==> src/hw/rtl/gdtdc_pkg.sv <==
// ----------------------------------------------------------------------------
// gdtdc_pkg - shared definitions for the Gregorian date to day count block
// Calendar constants, the per-date evaluation function and the record types
// used by the top level.
// ----------------------------------------------------------------------------
package gdtdc_pkg;

  // Calendar constants
  localparam int MAX_YEAR      = 4095;
  localparam int EPOCH_YEAR    = 1970;
  localparam int DAYS_PER_YEAR = 365;
  localparam int FEB_LEAP      = 29;
  localparam int FEB_COMMON    = 28;
  localparam int SHORT_MONTH   = 30;
  localparam int LONG_MONTH    = 31;
  localparam int EPOCH_WEEKDAY = 5;  // 1970-01-01 was a Thursday; 0 is Saturday

  // Leap years in 1 .. EPOCH_YEAR-1
  localparam int LEAPS_BEFORE_EPOCH =
    (EPOCH_YEAR - 1) / 4 - (EPOCH_YEAR - 1) / 100 + (EPOCH_YEAR - 1) / 400;

  // Field widths
  localparam int DAY_W   = 6;
  localparam int MONTH_W = 4;
  localparam int YEAR_W  = 12;
  localparam int COUNT_W = 20;
  localparam int WDAY_W  = 3;

  localparam int IN_TDATA_W  = 48;
  localparam int OUT_TDATA_W = 48;
  localparam int OUT_TUSER_W = 2;

  // floor(q / 25) for q below 1024: (q * 1311) >> 15, error stays under 1/100
  localparam int RECIP25       = 1311;
  localparam int RECIP25_SHIFT = 15;

  localparam logic [MONTH_W-1:0] MONTH_JAN = 4'd1;
  localparam logic [MONTH_W-1:0] MONTH_FEB = 4'd2;
  localparam logic [MONTH_W-1:0] MONTH_DEC = 4'd12;

  typedef struct packed {
    logic [DAY_W-1:0]   day;
    logic [MONTH_W-1:0] month;
    logic [YEAR_W-1:0]  year;
  } date_t;

  typedef struct packed {
    logic               valid;
    logic [COUNT_W-1:0] count;
    logic [WDAY_W-1:0]  weekday;
  } date_res_t;

  typedef struct packed {
    logic               first_valid;
    logic               second_valid;
    logic [COUNT_W-1:0] first_day_count;
    logic [WDAY_W-1:0]  first_weekday;
    logic [COUNT_W-1:0] day_distance;
  } result_t;

  // Days before the first of the month in a common year
  function automatic logic [8:0] month_offset(input logic [MONTH_W-1:0] mo);
    logic [8:0] off;
    unique case (mo)
      4'd1:    off = 9'd0;
      4'd2:    off = 9'd31;
      4'd3:    off = 9'd59;
      4'd4:    off = 9'd90;
      4'd5:    off = 9'd120;
      4'd6:    off = 9'd151;
      4'd7:    off = 9'd181;
      4'd8:    off = 9'd212;
      4'd9:    off = 9'd243;
      4'd10:   off = 9'd273;
      4'd11:   off = 9'd304;
      4'd12:   off = 9'd334;
      default: off = 9'd0;
    endcase
    return off;
  endfunction

  function automatic logic [4:0] month_length(input logic [MONTH_W-1:0] mo,
                                              input logic leap);
    logic [4:0] len;
    case (mo) inside
      MONTH_FEB:                 len = leap ? 5'(FEB_LEAP) : 5'(FEB_COMMON);
      4'd4, 4'd6, 4'd9, 4'd11:   len = 5'(SHORT_MONTH);
      default:                   len = 5'(LONG_MONTH);
    endcase
    return len;
  endfunction

  // x mod 7 by folding octal digits (8 is 1 mod 7)
  function automatic logic [WDAY_W-1:0] mod7(input logic [11:0] x);
    logic [4:0] s;
    logic [3:0] t;
    s = 5'(x[2:0]) + 5'(x[5:3]) + 5'(x[8:6]) + 5'(x[11:9]);
    t = 4'(s[2:0]) + 4'(s[4:3]);
    if (t >= 4'd7) begin
      t = t - 4'd7;
    end
    return t[WDAY_W-1:0];
  endfunction

  // Validity, day count since the epoch and weekday of one date
  function automatic date_res_t date_eval(input date_t dt);
    date_res_t  r;
    logic [YEAR_W-1:0]  n;
    logic [9:0]         q4;
    logic [20:0]        prod;
    logic [5:0]         q100;
    logic [9:0]         r25;
    logic               div4;
    logic               div100;
    logic               div400;
    logic               leap;
    logic               extra;
    logic [4:0]         mlen;
    logic [8:0]         off;
    logic [YEAR_W-1:0]  yrs;
    logic [9:0]         leaps;
    logic [11:0]        wsum;
    n     = dt.year - 12'd1;
    q4    = n[11:2];
    prod  = 21'(q4) * 21'(RECIP25);
    q100  = prod[20:RECIP25_SHIFT];
    r25   = q4 - 10'(q100) * 10'd25;
    // (y-1)/4 is 24 mod 25 exactly when a multiple of 4 is a multiple of 100
    div4   = (dt.year[1:0] == 2'b00);
    div100 = div4 && (r25 == 10'd24);
    div400 = div100 && (q100[1:0] == 2'b11);
    leap   = div4 && (!div100 || div400);
    mlen   = month_length(dt.month, leap);
    off    = month_offset(dt.month);
    extra  = leap && (dt.month > MONTH_FEB);
    yrs    = dt.year - 12'(EPOCH_YEAR);
    leaps  = q4 - 10'(q100) + 10'(q100[5:2]) - 10'(LEAPS_BEFORE_EPOCH);
    r.count = 20'(yrs) * 20'(DAYS_PER_YEAR) + 20'(leaps) + 20'(off)
            + 20'(extra) + 20'(dt.day) - 20'd1;
    // 365 is 1 mod 7, so the weekday follows from a short sum
    wsum = yrs + 12'(leaps) + 12'(off) + 12'(extra) + 12'(dt.day)
         + 12'(EPOCH_WEEKDAY - 1);
    r.weekday = mod7(wsum);
    r.valid = (dt.month >= MONTH_JAN) && (dt.month <= MONTH_DEC)
           && (32'(dt.year) >= 32'(EPOCH_YEAR)) && (32'(dt.year) <= 32'(MAX_YEAR))
           && (dt.day != 6'd0) && (dt.day <= 6'(mlen));
    return r;
  endfunction

endpackage

==> src/hw/rtl/gregorian_date_to_day_count.sv <==
// ----------------------------------------------------------------------------
// gregorian_date_to_day_count - day numbers of a pair of Gregorian dates
// Checks two dates, gives the first one's day count since 1970-01-01 and its
// weekday, and the absolute distance in days between the two.
// ----------------------------------------------------------------------------
// Each transaction on the input carries two dates; each produces exactly one
// result transaction. A date is valid when its month is 1 to 12, its day lies
// within that month (February has 29 days in leap years) and its year is 1970
// or later. The day count of 1970-01-01 is 0 and the weekday is coded 0 for
// Saturday through 6 for Friday. An invalid first date gives zero count and
// weekday; if either date is invalid the distance is zero. The block is a
// two-register pipeline: an input register feeds the calendar arithmetic,
// whose result lands in an output register and is shown there until taken.
// A new pair is taken every cycle as long as the output side keeps taking
// results. A stall on the output holds the output register, and in_tready
// drops only when both registers are full and the output is stalled.
// ----------------------------------------------------------------------------
module gregorian_date_to_day_count (
  input  logic                               clk,
  input  logic                               rst_n,
  input  logic                               in_tvalid,
  output logic                               in_tready,
  // first_day[5:0], first_month[9:6], first_year[21:10],
  // second_day[27:22], second_month[31:28], second_year[43:32], zero pad
  input  logic [gdtdc_pkg::IN_TDATA_W-1:0]   in_tdata,
  output logic                               out_tvalid,
  input  logic                               out_tready,
  // first_day_count[19:0], first_weekday[22:20], day_distance[42:23], zero pad
  output logic [gdtdc_pkg::OUT_TDATA_W-1:0]  out_tdata,
  // first_valid[0], second_valid[1]
  output logic [gdtdc_pkg::OUT_TUSER_W-1:0]  out_tuser
);

  logic                  in_vld_r;
  gdtdc_pkg::date_t      first_r;
  gdtdc_pkg::date_t      second_r;
  logic                  out_vld_r;
  gdtdc_pkg::result_t    res_r;
  gdtdc_pkg::result_t    res_nxt;
  gdtdc_pkg::date_res_t  first_eval;
  gdtdc_pkg::date_res_t  second_eval;
  logic                  out_adv;

  // Advance the output register when it is empty or being drained
  assign out_adv   = !out_vld_r || out_tready;
  assign in_tready = !in_vld_r || out_adv;

  // Input register: hold the two dates until the result register takes them
  always_ff @(posedge clk) begin
    if (!rst_n) begin
      in_vld_r <= 1'b0;
    end else if (in_tready) begin
      in_vld_r <= in_tvalid;
    end
  end

  always_ff @(posedge clk) begin
    if (in_tvalid && in_tready) begin
      first_r  <= '{day:   in_tdata[5:0],
                    month: in_tdata[9:6],
                    year:  in_tdata[21:10]};
      second_r <= '{day:   in_tdata[27:22],
                    month: in_tdata[31:28],
                    year:  in_tdata[43:32]};
    end
  end

  // Calendar arithmetic for both dates in parallel
  always_comb begin
    first_eval  = gdtdc_pkg::date_eval(first_r);
    second_eval = gdtdc_pkg::date_eval(second_r);
    res_nxt.first_valid     = first_eval.valid;
    res_nxt.second_valid    = second_eval.valid;
    res_nxt.first_day_count = first_eval.valid ? first_eval.count : '0;
    res_nxt.first_weekday   = first_eval.valid ? first_eval.weekday : '0;
    if (first_eval.valid && second_eval.valid) begin
      res_nxt.day_distance = (second_eval.count >= first_eval.count) ?
                             (second_eval.count - first_eval.count) :
                             (first_eval.count - second_eval.count);
    end else begin
      res_nxt.day_distance = '0;
    end
  end

  // Output register: drop the old result once taken, load the next one
  always_ff @(posedge clk) begin
    if (!rst_n) begin
      out_vld_r <= 1'b0;
    end else if (out_adv) begin
      out_vld_r <= in_vld_r;
    end
  end

  always_ff @(posedge clk) begin
    if (out_adv && in_vld_r) begin
      res_r <= res_nxt;
    end
  end

  assign out_tvalid = out_vld_r;
  assign out_tdata  = {5'd0, res_r.day_distance, res_r.first_weekday,
                       res_r.first_day_count};
  assign out_tuser  = {res_r.second_valid, res_r.first_valid};

endmodule

==> config.mk <==
export PLATFORM = sky130hd
export DESIGN_NAME = gregorian_date_to_day_count
export DESIGN_NICKNAME = d
export VERILOG_FILES = /design/src/hw/rtl/gdtdc_pkg.sv /design/src/hw/rtl/gregorian_date_to_day_count.sv
export SDC_FILE = /design/constraint.sdc
export NUM_CORES = 1
export LEC_CHECK = 0
export BUFFER_PORTS_ARGS = -buffer_cell sky130_fd_sc_hd__buf_2
export CELL_PAD_IN_SITES_DETAIL_PLACEMENT = 0
export CELL_PAD_IN_SITES_GLOBAL_PLACEMENT = 1
export CORE_MARGIN = 4
export CORE_UTILIZATION = 33
export CTS_BUF_LIST = sky130_fd_sc_hd__clkbuf_8 sky130_fd_sc_hd__clkbuf_16
export DETAILED_ROUTE_END_ITERATION = 12
export GPL_TIMING_DRIVEN = 1
export PLACE_DENSITY_LB_ADDON = 0.1
export SETUP_SLACK_MARGIN = 0.2
export SYNTH_ARGS = -nofsm -noshare
export SYNTH_HDL_FRONTEND = slang
export SYNTH_SLANG_ARGS = --single-unit
==> constraint.sdc <==
create_clock -name clk -period 20.2 [get_ports clk]
set_input_delay 4.04 -clock clk [delete_from_list [all_inputs] [get_ports clk]]
set_output_delay 4.04 -clock clk [all_outputs]
set_load 0.01 [all_outputs]
Word-level counts from Yosys, hierarchy flattened
Memory sizes are Yosys's and may differ from the RTL's. A register that Yosys moved wholly into a read port is not among the register bits. Cells that the tools add are included.

Bitwise operators: 0. $mul: 6. Multiplexer cells: 10. Shift-type cells: 0. Divide/modulo/power cells: 0. Magnitude comparators: 12. Equal/unequal tests: 14. Reductions and logical operators: 33. $add $sub $neg: 34.

Operators by type and width (number): $mul 10x11->21 const B (2); $add 20x1->20 (2); $add 20x10->20 (2); $add 20x6->20 (2); $add 20x9->20 (2); $mul 12x9->20 const B (2); $sub 20x1->20 const B (2); $sub 20x20->20 (2); $ge 12x11->1 const B (2); $sub 12x1->12 const B (2); $sub 12x11->12 const B (2); $add 10x4->10 (2); $eq 10x5->1 const B (2); $ge 20x20->1 (1); $mul 6x5->10 const B (2); $mux 20 (1); $sub 10x10->10 (2); $sub 10x6->10 (2); $sub 10x9->10 const B (2); $logic_and 1x1->1 (19); $eq 4x3->1 const B (4); $eq 4x4->1 const B (4); $add 12x1->12 (1); $add 12x10->12 (1); 25 further kinds (44).

Bits in writable memories: 0. Output and inout port bits: 52. Flip-flop bits (word level): 91. Memory bits (read-only): 288. Memories kept: 2. Word-level logic and storage cells: 124. Bits in latches: 0.

Memory list: (name not given) (words 16, width 9, rd ports 1, clocked after Yosys merged registers in 1, wr ports 0, RTL line gdtdc_pkg.sv:64) `unique case (mo)`; (name not given) (words 16, width 9, rd ports 1, clocked after Yosys merged registers in 1, wr ports 0, RTL line gdtdc_pkg.sv:64).

Longest topological paths before layout
Depth in word-level cells: 19. Mapped depth: 75.

Worst setup path after synthesis
OpenSTA, ideal clock, no wires.

Path kind: register to register. From: register first_r[1] (netlist name). To: register res_r (netlist bit out_tdata[42]), data pin. Path buffers: 2. Period minus slack after synthesis: 16494 ps. Setup slack: 3706 ps. Setup time: 260 ps. Arrival time: 16234 ps. Cell stages (with the launch flop): 71. Path through: edfxtp_1 > clkbuf_1 > inv_1 > ha_1 > a21boi_2 > nand4bb_1 > or3_1 > xor2_1 > inv_1 > ha_1 > inv_1 > ha_1 > or2_2 > fa_1 > fa_1 > fa_1 > fa_1 > inv_1 > (+35 left out) > a21oi_1 > o21ai_0 > a21oi_1 > o21a_1 > o21a_1 > o21ai_0 > a211o_1 > ha_1 > clkbuf_1 > nand4_1 > or2_2 > a211o_1 > o211ai_1 > o21ai_1 > a211oi_1 > o211ai_1 > o22ai_1 > mux2_2.

Word-level cells in the longest chain between the ends: 15. Elaborated cells on any way between the ends: 35.

Ends and longest elaborated chain: start: declaration (RTL line gregorian_date_to_day_count.sv:35) `gdtdc_pkg::date_t first_r;`; start signal: assignment (RTL line gregorian_date_to_day_count.sv:59) `first_r <= '{day: in_tdata[5:0],`; branches (longest 15 deep; another with $mul 10x11->21); end signal: assignment (RTL line gregorian_date_to_day_count.sv:96) `res_r <= res_nxt;`; end: declaration (RTL line gregorian_date_to_day_count.sv:38) `gdtdc_pkg::result_t res_r;`.

Several ways; the timed one is not identified. A chain may end at the register's enable or synchronous reset.

Worst setup path in the final report
From: register first_r[0] (netlist name). To: register res_r (netlist bit out_tdata[34]), data pin.

Same word-level chain as after synthesis.

==> impl_metrics.py <==
metrics = {
    "critical_path": {
        "crit_type": "reg -> reg",
        "start_kind": "flip-flop",
        "timing.rr.start": "first_r[0]",
        "worstPathMaxFanout": 12,
        "critPathLaunch": "first_r[0]",
        "reg2reg_depth": 68,
        "cp.arrival_ns": 18.64,
        "r2r-end": "out_tdata[34]",
        "crit_required_ns": 20.32,
        "cp.depth": 68,
        "crit_path_max_incr_delay_ns": 0.62,
        "crit_slowest_cell": "fa_1",
        "end_kind": "flip-flop",
        "critical_path_buf_inv_count": 9,
        "ff2ff_setup_slack_ns": 1.68,
        "crit_family": "adder cells",
    },
    "sta": {
        "clock_skew_ns": 0.0248,
        "period_needed_ns": 18.52,
        "fmax_mhz": 54.0,
        "worst_pin_slew_ns": 1.15,
        "setup_viol": 0,
        "finalSetupTns_ns": 0,
        "max-slew-margin-rel_pct": 20.8,
        "period_share_pct": 91.7,
        "final-hold-violation-count": 0,
        "rsz0062_at_grt": "false",
        "final_max_slew_viol_count": 0,
    },
    "synth": {
        "ys_warn_count": 0,
        "netlist_area_um2": 20900,
        "syn_area_per_cell_um2": 9.52,
        "synth_flop_cell": "edfxtp_1",
        "synth_cells": 2197,
        "synth_seq_cells": 109,
        "synth_cell_type_count": 82,
        "yosysSeqAreaShare_pct": 14.7,
        "synth_edf_count": 89,
        "async_flop_share_pct": 0,
    },
    "cts": {
        "cts_tree": "done",
        "clock_path_buffers": 2,
        "htreeDepth": 3,
        "cts_buffers": 9,
        "ctsHoldBuffers": 0,
        "clk_pin_slew_worst_paths_ns": 0.10,
        "clk_latency_ns": 0.41,
        "postCtsSetupBuffers": 0,
        "root_buffer": "clkbuf_16",
        "cts_sinks": 109,
        "cts_resized": 0,
    },
    "finish": {
        "nets": 2994,
        "drive_gt1_share_pct": 6.97,
        "area_growth_pct": 8.54,
        "n_antenna_cell": 0,
        "fillers": 6519,
    },
    "routing": {
        "viasPerCell": 4.61,
        "dr_total_vias": 14400,
        "wl_per_cell_um": 16.5,
        "antenna_left": 0,
        "drt-total-wl_mm": 51.5,
        "drtIter0Drc": 529,
        "first_pass_iters": 5,
        "route.detailed.drc": 0,
    },
    "min_path": {
        "min_path_type": "reg -> reg",
        "hold_start": "in_vld_r",
        "hold_path_end": "in_vld_r",
        "min_path_cells": 2,
    },
    "floorplan": {
        "start_util_pct": 33.3,
        "die_y_um": 260,
        "row_count": 92,
        "die_w_um": 260,
        "io_pins": 104,
        "core_um2": 62900,
        "dieArea_um2": 67500,
    },
    "placed_design": {
        "numPortBuffers": 94,
        "dp_hpwl_mm": 45.2,
        "gp_congestion": 0.825,
    },
    "outcome": {
        "outcome": "finished clean",
    },
    "global_routing": {
        "grt-ovfl-total": 0,
        "grt_max_degree": 46,
        "grt_pass1_wl_mm": 84.1,
        "grt.total_usage_pct": 15.8,
        "grt_pass1_vias": 15300,
        "antenna_found_initial": 1,
    },
    "run": {
        "drv_cap": 0,
    },
}
[metrics by stage]
step | util, % | std cells | hold slack [ns] | setup slack (ns) | cell area (um2)
after floorplan | - | 2201 | 0.477 | 3.71 | 20900
after global placement | 35.6 | 3111 | 0.507 | 1.69 | 22400
after detailed placement | 35.6 | 3111 | 0.520 | 1.57 | 22400
after CTS | 36.1 | 3127 | 0.560 | 1.50 | 22700
after global routing | 36.1 | 3127 | 0.584 | 0.272 | 22700
final | 36.1 | 3127 | 0.559 | 1.68 | 22700
[area by class of cell]
cell class                      count  area, um2  share of cell area [%]
Clock inverter                      7        106                   0.469
Tap cell                          846       1060                    4.66
Sequential cell                   109       3070                    13.5
Timing Repair Buffer              109        583                    2.57
Multi-Input combinational cell   1554      15800                    69.6
Clock buffer                        9        225                   0.992
Inverter                          493       1850                    8.15
[worst max path at each step]
| stage | end | slack (ns) |
|---|---|---|
| finish | out_tdata[34] | 1.68 |
| global route | out_tdata[34] | 0.27 |
| CTS | out_tdata[34] | 1.50 |
| detailed placement | out_tdata[34] | 1.57 |
| global placement | out_tdata[34] | 1.69 |
| floorplan | out_tdata[42] | 3.71 |
[routing by layer]
layer  part of all wire [%]  vias to the layer above  global-route usage, %
met2                     45                      145                   25.9
li1                       -                     7386                      -
met1                     52                     6861                   23.1
met4                   0.65                        0                   2.20
met3                    2.3                       14                   1.81
met5                      0                        -                      0
[kinds of logic after synthesis]
logic type / Yosys count / synth area share (%)
compound gates: 333 / 10.7
fa+ha+maj: 666 / 48.2
xor+xnor: 154 / 6.58
mux: 29 / 1.42
simple gates: 367 / 8.49
other cells: 1 / 0.0179
buf+inv: 538 / 9.86
flops: 109 / 14.7
[worst register-to-register path: cells and delay by family, from the launching register on]
family / cells / cell delay, ns
XOR/XNOR: 4 / 1.38
multiplexers: 1 / 0.35
AO/OA/AOI/OAI: 20 / 4.06
buffers and inverters: 9 / 1.13
adder cells (fa/ha/maj): 20 / 7.79
flip-flops: 1 / 0.57
AND/OR/NAND/NOR: 14 / 2.99
[Yosys cell counts (all sizes together) (4+ instances only)]
cell,n,share of area [%]
xor2,54,2.3
mux2i,23,1.1
or2,11,0.33
a21boi,9,0.34
ha,434,26
o21a,14,0.50
edfxtp,89,13
nand4,12,0.36
o211ai,13,0.47
nor3,34,0.84
a221o,5,0.24
nor3b,5,0.18
inv,493,8.9
o21bai,22,0.79
and3,6,0.18
and2,8,0.25
a21oi,78,1.9
a31oi,16,0.48
a31o,5,0.21
o211a,5,0.24
nor2,110,2.0
fa,232,22
nand3,22,0.53
o21ai,59,1.4
nor4,7,0.21
dfxtp,20,1.9
a211oi,16,0.57
nand2b,22,0.66
a21o,40,1.4
nand2,88,1.6
a311oi,4,0.17
clkbuf,34,0.66
nor2b,19,0.57
a211o,10,0.42
o31ai,4,0.14
buf,11,0.35
and4,4,0.17
mux2,6,0.32
or3,10,0.30
xnor2,98,4.1
[layout by cell type, fill, tap and decap left out, types with 15 or more instances in the layout]
master	instances
a211oi_1	16
a21o_1	38
a21oi_1	78
a31oi_1	16
buf_2	94
buf_4	15
dfxtp_1	20
edfxtp_1	89
fa_1	232
ha_1	434
inv_1	492
mux2i_1	23
nand2_1	88
nand2b_1	22
nand3_1	22
nor2_1	110
nor2b_1	18
nor3_1	33
o21ai_0	57
o21bai_1	22
xnor2_1	98
xor2_1	54
Power is left out: the tool's default activity adds up to more than one toggle a clock period on the data nets, which glitch-free logic cannot reach.
